==> src/design/ncoe_pkg.sv <==
`timescale 1ns / 1ps

package ncoe_pkg;

  localparam int MAX_AXES   = 4;
  localparam int COORD_BITS = 16;
  localparam int AXIS_W     = 2;
  localparam int RANK_W     = 3;
  localparam int KIND_W     = 3;
  localparam int DIM_W      = 16;
  localparam int ELEM_W     = 64;
  localparam int ORD_W      = 32;
  localparam int CFG_IDX_W  = 3;
  localparam int CFG_DATA_W = 16;

  // configuration register indexes
  localparam logic [CFG_IDX_W-1:0] CFG_RANK = 3'd0;
  localparam logic [CFG_IDX_W-1:0] CFG_KIND = 3'd1;
  localparam logic [CFG_IDX_W-1:0] CFG_DIM0 = 3'd2;
  localparam logic [CFG_IDX_W-1:0] CFG_DIM1 = 3'd3;
  localparam logic [CFG_IDX_W-1:0] CFG_DIM2 = 3'd4;
  localparam logic [CFG_IDX_W-1:0] CFG_DIM3 = 3'd5;

  typedef enum logic [KIND_W-1:0] {
    KIND_INT8    = 3'd0,
    KIND_INT16   = 3'd1,
    KIND_INT32   = 3'd2,
    KIND_INT64   = 3'd3,
    KIND_FLOAT32 = 3'd4,
    KIND_FLOAT64 = 3'd5,
    KIND_HALF    = 3'd6
  } elem_kind_t;

  typedef logic [COORD_BITS-1:0] coord_t;

  // snapshot of one nonzero element handed to the serializer
  typedef struct packed {
    logic [RANK_W-1:0]           rank;
    coord_t [MAX_AXES-1:0]       coord;
    logic [ORD_W-1:0]            ordinal;
  } item_t;

endpackage

==> src/design/ncoe_tracker.sv <==
`timescale 1ns / 1ps

module ncoe_tracker
  import ncoe_pkg::*;
(
  input  logic                  clk,
  input  logic                  rst_n,
  input  logic                  cfg_we,
  input  logic [CFG_IDX_W-1:0]  cfg_index,
  input  logic [CFG_DATA_W-1:0] cfg_wdata,
  input  logic                  accept,
  input  logic [ELEM_W-1:0]     elem_value,
  input  logic                  start_of_tensor,
  output logic                  item_load,
  output item_t                 item
);

  logic [RANK_W-1:0]            rank_r;
  logic [KIND_W-1:0]            kind_r;
  logic [DIM_W-1:0]             dim_r [MAX_AXES];
  coord_t                       pos_r [MAX_AXES];
  logic [ORD_W-1:0]             tally_r;

  logic [RANK_W-1:0]            act_rank;
  coord_t                       pos_base [MAX_AXES];
  coord_t                       pos_nxt [MAX_AXES];
  logic [ORD_W-1:0]             tally_base;
  logic [ORD_W-1:0]             tally_nxt;
  logic                         nonzero;
  logic                         carry;
  logic [COORD_BITS:0]          pos_inc;
  logic [DIM_W-1:0]             ext;

  function automatic logic is_nonzero(input logic [ELEM_W-1:0] v,
                                      input logic [KIND_W-1:0] kind);
    logic res;
    case (kind)
      KIND_INT8:    res = |v[7:0];
      KIND_INT16:   res = |v[15:0];
      KIND_INT32:   res = |v[31:0];
      KIND_FLOAT32: res = |v[30:0];
      KIND_FLOAT64: res = |v[62:0];
      KIND_HALF:    res = |v[14:0];
      default:      res = |v;
    endcase
    return res;
  endfunction

  assign act_rank   = (rank_r > RANK_W'(MAX_AXES)) ? RANK_W'(MAX_AXES) : rank_r;
  assign nonzero    = is_nonzero(elem_value, kind_r);
  assign tally_base = start_of_tensor ? '0 : tally_r;
  assign item_load  = accept && (act_rank != '0) && nonzero;
  assign tally_nxt  = (item_load && (tally_base != '1)) ? tally_base + 1'b1 : tally_base;

  always_comb begin
    for (int d = 0; d < MAX_AXES; d++) begin
      pos_base[d] = start_of_tensor ? '0 : pos_r[d];
    end
  end

  always_comb begin
    item.rank    = act_rank;
    item.ordinal = tally_base;
    for (int d = 0; d < MAX_AXES; d++) begin
      item.coord[d] = pos_base[d];
    end
  end

  // ripple carry from the innermost axis in use outward
  always_comb begin
    carry   = 1'b1;
    pos_inc = '0;
    ext     = '0;
    for (int d = MAX_AXES - 1; d >= 0; d--) begin
      pos_nxt[d] = pos_base[d];
      if ((d < int'(act_rank)) && carry) begin
        pos_inc = {1'b0, pos_base[d]} + 1'b1;
        ext     = (dim_r[d] == '0) ? DIM_W'(1) : dim_r[d];
        if (pos_inc >= (COORD_BITS + 1)'(ext)) begin
          pos_nxt[d] = '0;
        end else begin
          pos_nxt[d] = pos_inc[COORD_BITS-1:0];
          carry      = 1'b0;
        end
      end
    end
  end

  always_ff @(posedge clk) begin
    if (!rst_n) begin
      rank_r  <= RANK_W'(1);
      kind_r  <= KIND_INT8;
      tally_r <= '0;
      for (int d = 0; d < MAX_AXES; d++) begin
        dim_r[d] <= DIM_W'(1);
        pos_r[d] <= '0;
      end
    end else begin
      if (cfg_we) begin
        unique case (cfg_index)
          CFG_RANK: rank_r   <= cfg_wdata[RANK_W-1:0];
          CFG_KIND: kind_r   <= cfg_wdata[KIND_W-1:0];
          CFG_DIM0: dim_r[0] <= cfg_wdata[DIM_W-1:0];
          CFG_DIM1: dim_r[1] <= cfg_wdata[DIM_W-1:0];
          CFG_DIM2: dim_r[2] <= cfg_wdata[DIM_W-1:0];
          CFG_DIM3: dim_r[3] <= cfg_wdata[DIM_W-1:0];
          default: ;
        endcase
      end
      if (accept) begin
        tally_r <= tally_nxt;
        for (int d = 0; d < MAX_AXES; d++) begin
          pos_r[d] <= pos_nxt[d];
        end
      end
    end
  end

endmodule

==> config.mk <==
export PLATFORM = sky130hd
export DESIGN_NAME = ncoe_tracker
export DESIGN_NICKNAME = d
export VERILOG_FILES = /design/src/design/ncoe_pkg.sv /design/src/design/ncoe_tracker.sv
export SDC_FILE = /design/constraint.sdc
export NUM_CORES = 1
export LEC_CHECK = 0
export ABC_AREA = 1
export ABC_CLOCK_PERIOD_IN_PS = 12600
export BUFFER_PORTS_ARGS = -buffer_cell sky130_fd_sc_hd__buf_2
export CAP_MARGIN = 20
export CORE_ASPECT_RATIO = 0.75
export CORE_MARGIN = 3
export CORE_UTILIZATION = 40
export CTS_CLUSTER_SIZE = 16
export DETAILED_ROUTE_END_ITERATION = 8
export PLACE_DENSITY_LB_ADDON = 0.08
export SLEW_MARGIN = 20
export SYNTH_ARGS = -nofsm -noshare
export SYNTH_HDL_FRONTEND = slang
export SYNTH_SLANG_ARGS = --single-unit
==> constraint.sdc <==
create_clock -name clk -period 12.6 [get_ports clk]
set_input_delay 0.63 -clock clk [delete_from_list [all_inputs] [get_ports clk]]
set_output_delay 0.63 -clock clk [all_outputs]
set_load 0.02 [all_outputs]
==> flow_metrics.tcl, run 1 <==
set metrics [dict create \
    synth_seq_cells 166 \
    max-cap-violations 0 \
    route.antenna.remaining_nets 0 \
    grt_usage 0.226 \
    chipWidth_um 208 \
    first_iter_violations 954 \
    synth_top_cells_by_area "sky130_fd_sc_hd__edfxtp_1 (31%), sky130_fd_sc_hd__nand2_1 (10%), sky130_fd_sc_hd__inv_1 (9.2%)" \
    core_region_area_um2 29600 \
    mappedNetlistArea_um2 12200 \
    netlist.area_leader.share 0.314 \
    reg2reg_depth 22 \
    netlist-cell-type-count 44 \
    start_util 0.413 \
    routed-via-count 11200 \
    floorplan.die_area_um2 32700 \
    cts_tree "yes" \
    postSynthCellCount 1673 \
    first_pass_grt_wire_length_um 58900 \
    ir_worst_vdd_v 0.0000966 \
    finalSetupViolations 0 \
    hp-class "reg2reg" \
    die_height_um 157 \
    drive_above_1_share 0.161 \
    finish.net_count 1991 \
    cts_hold_buffers 0 \
    synth.cells.most_frequent "sky130_fd_sc_hd__nand2_1 (341), sky130_fd_sc_hd__inv_1 (300), sky130_fd_sc_hd__nor2_1 (283)" \
    total_power_mw 1.39 \
    area_growth_syn_to_layout_pct 14.3 \
    synth_ff_type "sky130_fd_sc_hd__edfxtp_1" \
    min_period_over_period 0.441 \
    placementRows 54 \
    max-clock-path-buffers 2 \
    max_clock_freq_mhz 180 \
    status "completed" \
    ctsRootBufferMaster "sky130_fd_sc_hd__clkbuf_16" \
    worst_hold_startpoint "tally_r[20]$_SDFFE_PN0P_" \
    pin_count_of_the_biggest_net_entering_global_routing 66 \
    dr.pass1.iters 5 \
    number_of_gates_given_a_new_drive_strength_after_cts 0 \
    yosys.area.top_type "sky130_fd_sc_hd__edfxtp_1" \
    cts.htree.levels 4 \
    max_slew.worst_pin.slew_ps 978 \
    io_buffers 187 \
    critical_path.endpoint_type "flop" \
    critical_path_buf_inv_count 6 \
    grt_pass1_vias 10700 \
    drt_wl_total_um 36600 \
    total_leakage_power_nw 6.72 \
    cp_data_arrival_time_ps 5840 \
    layout_fillers 3080 \
    powerDensity_nw_per_um2 99.1 \
    cts_num_sinks 166 \
    setup.reg_to_reg.worst_slack_ps 7760 \
    r2r_start "pos_r[2][1]$_SDFFCE_PN0P_" \
    hold-path-cell-count 2 \
    finalWorstPathRequiredPeriod_ps 5550 \
    crit_path_start_kind "input pin" \
    placer_congestion 0.875 \
    cp.required_ps 12890 \
    setup.worst_path.class "in2reg" \
    via_per_inst 5.01 \
    pin_count 188 \
    cell_at_the_slowest_stage_of_the_critical_path "sky130_fd_sc_hd__inv_2" \
    cell_with_the_most_instances_after_synthesis "sky130_fd_sc_hd__nand2_1" \
    worst_slew_margin_rel 0.348 \
    timing.final.hold_violations 0 \
    cts-buffers-inserted 17 \
    wl_per_cell_um 16.4 \
    n_antenna_cell 0 \
    synth_edf_count 128 \
    slew_viol_final 0 \
    r2r_end "pos_r[1][12]$_SDFFCE_PN0P_" \
    cts_setup_buffers 0 \
    syn-num-nets 1830 \
    drt_drc_violations_left 0 \
    globalRoute.totalOverflow 0 \
    post_synth.cell_area_avg_um2 7.31 \
    synth-async-reset-ratio 0 \
    tns_ps 0 \
    place_hpwl_um 27500 \
    rsz0062_at_grt "false" \
    timing.clock.skew_ps 15.9 \
    path_delay_family "simple AND/OR/NAND/NOR gates" \
    clk_transition_reported_paths_ps 70 \
    holdPathEnd "tally_r[20]$_SDFFE_PN0P_" \
    antenna_violations_before_repair 0 \
    insertion_delay_ps 450 \
    warnings_synthesis 0 \
    crit_path_cell_trace "buf_4 -> inv_2 -> nand2_1 -> inv_1 -> ha_1 -> nand2_1 -> nor3_1 -> nand4_1 -> nor3_1 -> xnor2_1 -> inv_1 -> ha_1 -> nand2_1 -> nor2_1 -> a211oi_1 -> nor2_1 -> nor2_1 -> nand4_1 -> inv_2 -> nand3_2 -> inv_2 -> nand2_1 -> a21oi_1" \
    worst_path_most_repeated_cell "sky130_fd_sc_hd__nand2_1" \
    ys_seq_area_frac 0.376 \
    crit_path_max_fanout 34 \
    max_stage_delay_ps 660 \
]
-- sequential cells by signal (all words and copies together) (netlist names) --
signal	cells
dim_r	64
kind_r	3
pos_r	64
rank_r	3
tally_r	32
-- per-layer routing --
metal,vias up,global-route usage,routed length (µm)
li1,5736,-,-
met1,5160,0.340,18800
met2,291,0.340,15300
met3,30,0.0333,2020
met4,0,0.0561,465
met5,-,0,0
-- how the worst max path moves through the flow --
| stage | startpoint | endpoint | slack [ps] | cells past startpoint |
|---|---|---|---|---|
| final | start_of_tensor | pos_r[1][12]$_SDFFCE_PN0P_ | 7050 | 23 |
| after global routing | start_of_tensor | pos_r[1][8]$_SDFFCE_PN0P_ | 6560 | 23 |
| after CTS | start_of_tensor | pos_r[1][11]$_SDFFCE_PN0P_ | 7120 | 23 |
| after detailed placement | start_of_tensor | pos_r[1][5]$_SDFFCE_PN0P_ | 6630 | 23 |
| after global placement | start_of_tensor | pos_r[1][12]$_SDFFCE_PN0P_ | 6820 | 23 |
| after floorplan | start_of_tensor | pos_r[1][0]$_SDFFCE_PN0P_ | 7480 | 30 |
-- per-stage QoR --
stage	setup slack [ps]	hold WS, ps	instance area, µm²	utilization	instances
finish	7050	457	14000	0.473	2239
global route	6560	480	14000	0.473	2239
CTS	7120	458	14000	0.472	2238
detailed placement	6630	448	13400	0.453	2206
global placement	6820	440	13400	0.453	2206
floorplan	7480	426	12200	-	1673
-- tightest hold or removal path, stage by stage (launching register included) --
cell and delay (ps):
sky130_fd_sc_hd__dfxtp_1 310, sky130_fd_sc_hd__nand2_1 60, sky130_fd_sc_hd__nand2_1 50
-- cells by family (layout without fill, tap and decap cells) --
family	after synthesis	count (layout)	synth area share
xor+xnor	50	50	0.0364
buf+inv	363	537	0.122
fa+ha+maj	69	69	0.0706
compound gates	153	153	0.0716
simple gates	872	872	0.324
flops	166	166	0.376
-- power breakdown --
group	switching [mW]	leakage, nW	internal (mW)
Sequential	0.0147	1.64	0.619
Combinational	0.156	4.81	0.0688
Clock	0.250	0.275	0.277
Total	0.422	6.72	0.965
-- final cells by class --
| class | count | area (µm²) | share of cell area |
|---|---|---|---|
| Sequential cell | 166 | 4600 | 0.329 |
| Multi-Input combinational cell | 1144 | 6160 | 0.441 |
| Tap cell | 392 | 490 | 0.0351 |
| Clock buffer | 18 | 429 | 0.0307 |
| Clock inverter | 14 | 136 | 0.00975 |
| Timing Repair Buffer | 195 | 1000 | 0.0716 |
| Inverter | 310 | 1160 | 0.0832 |
-- layout by cell type (no fill, tap or decap), types with 9 or more instances in the layout --
cell type and n:
sky130_fd_sc_hd__nor2_2 20, sky130_fd_sc_hd__a21oi_1 76, sky130_fd_sc_hd__a22oi_1 15, sky130_fd_sc_hd__inv_1 299, sky130_fd_sc_hd__dfxtp_1 38, sky130_fd_sc_hd__o21ai_1 29
sky130_fd_sc_hd__nand4_1 58, sky130_fd_sc_hd__xnor2_1 19, sky130_fd_sc_hd__ha_1 69, sky130_fd_sc_hd__nor4_1 23, sky130_fd_sc_hd__clkbuf_16 17, sky130_fd_sc_hd__edfxtp_1 128
sky130_fd_sc_hd__nor2_4 12, sky130_fd_sc_hd__nand2_1 341, sky130_fd_sc_hd__nor3_1 29, sky130_fd_sc_hd__nor2_1 282, sky130_fd_sc_hd__inv_2 9, sky130_fd_sc_hd__xor2_1 30
sky130_fd_sc_hd__o21ai_0 13, sky130_fd_sc_hd__buf_2 186, sky130_fd_sc_hd__nand3_1 75
No activity file was read; power rests on OpenSTA's default activity.
==> run 2, diff against run 1 <==
ABC_CLOCK_PERIOD_IN_PS = 4500   (was 12600)
clock period = 4.5 ns   (was 12.6 ns; I/O delays follow)
==> run 2 against run 1 <==
Sequential power increased to 2.8 times the previous value. Cell area up 1.1%. Clock power grew to 2.8 times the previous value. Register-to-register slack worse by 7300 ps. Largest cell class unchanged.
==> flow_metrics.tcl, run 2 (synthesis results as in run 1) <==
set metrics [dict create \
    globalRoute.totalOverflow 0 \
    core_region_area_um2 29600 \
    grt_pass1_vias 10800 \
    start_util 0.413 \
    timing.final.hold_violations 0 \
    postLayoutSetupSlackWorst_ps 506 \
    chipWidth_um 208 \
    power_frac_comb 0.163 \
    worst_slew_margin_rel 0.290 \
    drt_drc_violations_left 0 \
    r2r_start "pos_r[3][0]$_SDFFCE_PN0P_" \
    area_growth_syn_to_layout_pct 15.6 \
    clock_power_share 0.384 \
    finalWorstPathRequiredPeriod_ps 3990 \
    antenna_violations_before_repair 0 \
    crit_path_max_fanout 30 \
    cell_at_the_slowest_stage_of_the_critical_path "sky130_fd_sc_hd__edfxtp_1" \
    reg2reg_depth 28 \
    min_period_over_period 0.888 \
    max-cap-violations 0 \
    pwr-share-seq 0.453 \
    holdPathEnd "kind_r[0]$_SDFFE_PN0P_" \
    status "completed" \
    first_iter_violations 852 \
    placement.setup.worst_slack_ps 200 \
    finish.net_count 2004 \
    slew_viol_final 0 \
    cts_tree "yes" \
    n_antenna_cell 0 \
    timing.clock.skew_ps 14.9 \
    final_cell_mix "sky130_fd_sc_hd__nand2_1 (341), sky130_fd_sc_hd__inv_1 (299), sky130_fd_sc_hd__nor2_1 (276)" \
    rsz0062_at_grt "false" \
    cts_num_sinks 166 \
    final_common_cell "sky130_fd_sc_hd__nand2_1" \
    drive_above_1_share 0.169 \
    total_leakage_power_nw 6.79 \
    die_height_um 157 \
    pin_count 188 \
    reg.largest.list "dim_r x64, pos_r x64, tally_r x32" \
    p_switching_mw 1.16 \
    cts_hold_buffers 0 \
    cts.htree.levels 4 \
    intPower_mw 2.76 \
    hp-class "in2reg" \
    worst_hold_startpoint "cfg_wdata[0]" \
    route.antenna.remaining_nets 0 \
    pin_count_of_the_biggest_net_entering_global_routing 48 \
    tns_ps 0 \
    via_per_inst 4.96 \
    worst_path_most_repeated_cell "sky130_fd_sc_hd__nand2_1" \
    utilization 0.478 \
    placer_congestion 0.884 \
    crit_path_start_kind "flop" \
    grt_usage 0.222 \
    routed-via-count 11200 \
    critical_path.endpoint_type "flop" \
    max-clock-path-buffers 2 \
    io_buffers 187 \
    wl_per_cell_um 16.0 \
    cts-buffers-inserted 17 \
    clk_transition_reported_paths_ps 70 \
    ctsRootBufferMaster "sky130_fd_sc_hd__clkbuf_16" \
    layout_fillers 3026 \
    setup.reg_to_reg.worst_slack_ps 510 \
    layoutNonFillerInstCount 2252 \
    drt_wl_total_um 36100 \
    hold-path-cell-count 3 \
    dr.pass1.iters 5 \
    sw_frac_of_total 0.295 \
    max_clock_freq_mhz 250 \
    ir_worst_vdd_v 0.000257 \
    finalSetupViolations 0 \
    powerDensity_nw_per_um2 277 \
    placementRows 54 \
    max_stage_delay_ps 330 \
    total_power_mw 3.92 \
    floorplan.die_area_um2 32700 \
    r2r_end "pos_r[0][7]$_SDFFCE_PN0P_" \
    first_pass_grt_wire_length_um 58200 \
    max_slew.worst_pin.slew_ps 1060 \
    place_hpwl_um 27300 \
    setup.worst_path.class "reg2reg" \
    cp_data_arrival_time_ps 4200 \
    cp.required_ps 4700 \
    insertion_delay_ps 450 \
    placed_cells 2220 \
]
## run 2: area by class of cell
cell class	count	area, µm²	share of cell area
multi-input cells	1144	6190	0.437
flip-flops and latches	166	4600	0.325
inverters	310	1160	0.0822
repair buffers	208	1120	0.0795
well taps	392	490	0.0347
clock buffers	19	433	0.0306
clock inverters	13	146	0.0103
## run 2: repair_timing
item / in CTS / in global routing
setup buffers: 0 / 0
resized for setup: 0 / 1
endpoints found under the setup margin: 0 / 6
## run 2: stage by stage
stage	hold WS, ps	instance area [µm²]
final	87.0	14100
after global placement	440	13600
after global routing	102	14100
after CTS	71.3	14100
after detailed placement	441	13600
after floorplan	417	12300
## run 2: metal layers
| layer | vias up | routed length, µm | track usage |
|---|---|---|---|
| li1 | 5737 | - | - |
| met1 | 5162 | 18400 | 0.325 |
| met2 | 243 | 15700 | 0.348 |
| met3 | 21 | 1810 | 0.0383 |
| met4 | 0 | 278 | 0.0401 |
| met5 | - | 0 | 0 |
## run 2: power by group through the flow
stage	logic, mW	registers, mW	clock network, mW
after global routing	0.724	1.78	1.60
after floorplan	0.440	1.79	0
after detailed placement	0.641	1.81	0
after CTS	0.644	1.77	1.53
after global placement	0.635	1.81	0
final	0.641	1.77	1.50
## run 2: worst max path at each step
stage / depth (start not counted) / start / slack (ps) / end
after global routing: 28 / pos_r[3][0]$_SDFFCE_PN0P_ / 20 / pos_r[0][13]$_SDFFCE_PN0P_
after detailed placement: 27 / start_of_tensor / 200 / pos_r[0][7]$_SDFFCE_PN0P_
after floorplan: 28 / start_of_tensor / 20 / pos_r[0][14]$_SDFFCE_PN0P_
final: 28 / pos_r[3][0]$_SDFFCE_PN0P_ / 510 / pos_r[0][7]$_SDFFCE_PN0P_
after CTS: 26 / pos_r[3][0]$_SDFFCE_PN0P_ / 470 / pos_r[0][7]$_SDFFCE_PN0P_
after global placement: 29 / start_of_tensor / 310 / pos_r[0][14]$_SDFFCE_PN0P_
## run 2: critical path: cells and delay by family (launching register included)
| family | cells | cell delay [ps] |
|---|---|---|
| simple gates | 20 | 2000 |
| buf+inv | 4 | 500 |
| fa+ha+maj | 2 | 500 |
| flops | 1 | 330 |
| xor+xnor | 1 | 240 |
| compound gates | 1 | 140 |
==> run 3, diff against run 2 <==
ABC_CLOCK_PERIOD_IN_PS = unset   (was 4500)
clock period = 4.25 ns   (was 4.5 ns; I/O delays follow)
==> run 3 against run 2 <==
Sequential cell count is the same. Clock power rose by 3%. Cell count increased by 0.31%. Combinational power increased by 7.5%. Setup slack worse by 160 ps. Cell area rose by 0.57%. Non-clock buffer count up 7. Global-route usage hardly changed. Utilization increased by 0.27 points. Worst hold slack got worse by 10 ps. Die area stayed put.
==> flow_metrics.tcl, run 3 (synthesis results as in run 1) <==
set metrics [dict create \
    core_region_area_um2 29600 \
    groute.layer.met1.usage 0.326 \
    cts_setup_buffers 0 \
    rsz0062_at_grt "false" \
    ir_worst_vdd_v 0.000246 \
    finalSetupViolations 0 \
    critical_path_buf_inv_count 4 \
    grt_usage 0.222 \
    drt_wl_total_um 36100 \
    max-cap-violations 0 \
    final_common_cell "sky130_fd_sc_hd__nand2_1" \
    utilization 0.481 \
    cell_at_the_slowest_stage_of_the_critical_path "sky130_fd_sc_hd__edfxtp_1" \
    grt_pass1_vias 10700 \
    first_iter_violations 881 \
    total_leakage_power_nw 6.82 \
    place_hpwl_um 27800 \
    hp-class "in2reg" \
    cts_num_sinks 166 \
    pin_count 188 \
    number_of_gates_given_a_new_drive_strength_after_cts 0 \
    insertion_delay_ps 450 \
    crit_path_start_kind "flop" \
    start_util 0.413 \
    path_delay_family "simple AND/OR/NAND/NOR gates" \
    min_period_over_period 0.918 \
    die_height_um 157 \
    finalWorstPathRequiredPeriod_ps 3900 \
    timing.final.hold_violations 0 \
    area_growth_syn_to_layout_pct 16.3 \
    final_cell_mix "sky130_fd_sc_hd__nand2_1 (340), sky130_fd_sc_hd__inv_1 (299), sky130_fd_sc_hd__nor2_1 (274)" \
    critical_path.endpoint_type "flop" \
    drt_drc_violations_left 0 \
    cp.required_ps 4450 \
    top_usage_layer "met2" \
    worst_hold_slack_ps 77.0 \
    floorplan.die_area_um2 32700 \
    wl_per_cell_um 16.0 \
    timing.clock.skew_ps 13.9 \
    slew_viol_final 0 \
    max_slew.worst_pin.slew_ps 1020 \
    setup.worst_path.class "reg2reg" \
    antenna_violations_before_repair 0 \
    route.antenna.remaining_nets 0 \
    max_clock_freq_mhz 256 \
    worst_path_most_repeated_cell "sky130_fd_sc_hd__nand2_1" \
    pin_count_of_the_biggest_net_entering_global_routing 48 \
    cts_hold_buffers 0 \
    ctsRootBufferMaster "sky130_fd_sc_hd__clkbuf_16" \
    cts.htree.levels 4 \
    routed-via-count 11200 \
    cts_tree "yes" \
    first_pass_grt_wire_length_um 58100 \
    status "completed" \
    dr.pass1.iters 7 \
    drive_above_1_share 0.175 \
    crit_path_max_fanout 30 \
    max-clock-path-buffers 2 \
    chipWidth_um 208 \
    tns_ps 0 \
    clk_transition_reported_paths_ps 80 \
    placement.setup.worst_slack_ps -20.9 \
    cts-buffers-inserted 17 \
    postLayoutSetupSlackWorst_ps 348 \
    reg.largest.list "dim_r x64, pos_r x64, tally_r x32" \
    worst_slew_margin_rel 0.318 \
    total_power_mw 4.12 \
    placementRows 54 \
    io_buffers 187 \
    grt_util_met2 0.340 \
    placer_congestion 0.862 \
    cp_data_arrival_time_ps 4100 \
    powerDensity_nw_per_um2 290 \
    via_per_inst 4.96 \
    groute.layer.met3.usage 0.0448 \
    finish.net_count 2011 \
    max_stage_delay_ps 330 \
    globalRoute.totalOverflow 0 \
    n_antenna_cell 0 \
]
==> run 3: cell types whose count changed in the layout (fill, tap and decap cells not counted), moves of 2 or more <==
cell | before | now
sky130_fd_sc_hd__buf_8 | 0 | 2
sky130_fd_sc_hd__buf_4 | 19 | 26
sky130_fd_sc_hd__nor2_4 | 13 | 17
sky130_fd_sc_hd__clkinv_4 | 2 | 4
sky130_fd_sc_hd__nor2_2 | 25 | 23
sky130_fd_sc_hd__nor2_1 | 276 | 274
==> run 3: through the flow <==
| stage | cell area (µm²) | instances |
|---|---|---|
| final | 14200 | 2259 |
| after global routing | 14200 | 2259 |
| after CTS | 14200 | 2259 |
| after detailed placement | 13600 | 2227 |
| after global placement | 13600 | 2227 |
| after floorplan | 12300 | 1673 |
==> run 3: power by group <==
| part | leakage [nW] | switching [mW] | internal, mW |
|---|---|---|---|
| Clock | 0.272 | 0.722 | 0.832 |
| Combinational | 4.91 | 0.469 | 0.220 |
| Sequential | 1.64 | 0.0428 | 1.84 |
| Total | 6.82 | 1.23 | 2.89 |
==> run 3: metal layers <==
layer  share of wire  routed length [µm]
met3           0.057                2070
met1            0.50               18100
met5               0                   0
met4          0.0085                 308
met2            0.43               15600
==> run 3: area by class of cell <==
cell class,instances,area (µm²)
well taps,392,490
flip-flops and latches,166,4600
fillers,2997,15400
repair buffers,215,1180
clock inverters,13,126
multi-input cells,1144,6230
clock buffers,19,443
inverters,310,1160
==> run 3: worst register-to-register path, cell delays in order, from the launching register on <==
cell and delay, ps:
sky130_fd_sc_hd__edfxtp_1 330, sky130_fd_sc_hd__inv_1 70, sky130_fd_sc_hd__nor2_4 210, sky130_fd_sc_hd__ha_4 180, sky130_fd_sc_hd__nand2_1 100, sky130_fd_sc_hd__nor2_2 150, sky130_fd_sc_hd__nand2_1 120, sky130_fd_sc_hd__nor2_2 170
sky130_fd_sc_hd__inv_1 70, sky130_fd_sc_hd__nor2_2 120, sky130_fd_sc_hd__xor2_1 220, sky130_fd_sc_hd__ha_1 280, sky130_fd_sc_hd__nand2_1 80, sky130_fd_sc_hd__inv_1 50, sky130_fd_sc_hd__nand2_1 90, sky130_fd_sc_hd__nor2_1 60
sky130_fd_sc_hd__a21oi_1 110, sky130_fd_sc_hd__nand2_1 70, sky130_fd_sc_hd__nand2_1 70, sky130_fd_sc_hd__nand2_2 70, sky130_fd_sc_hd__a21oi_4 260, sky130_fd_sc_hd__a31oi_2 110, sky130_fd_sc_hd__nand3_2 190, sky130_fd_sc_hd__buf_8 230
sky130_fd_sc_hd__nand3_1 130, sky130_fd_sc_hd__nand2_1 80, sky130_fd_sc_hd__nor2_1 40
==> run 3: path summary, 6_finish.rpt <==
kind | start | to | slack (ps) | depth (start not counted)
worst min register to register | tally_r[11]$_SDFFE_PN0P_ | tally_r[11]$_SDFFE_PN0P_ | 450 | 2
worst min-delay path | cfg_wdata[0] | kind_r[0]$_SDFFE_PN0P_ | 80 | 3
worst max register to register | pos_r[3][0]$_SDFFCE_PN0P_ | pos_r[0][14]$_SDFFCE_PN0P_ | 350 | 26
worst max-delay path | pos_r[3][0]$_SDFFCE_PN0P_ | pos_r[0][14]$_SDFFCE_PN0P_ | 350 | 26
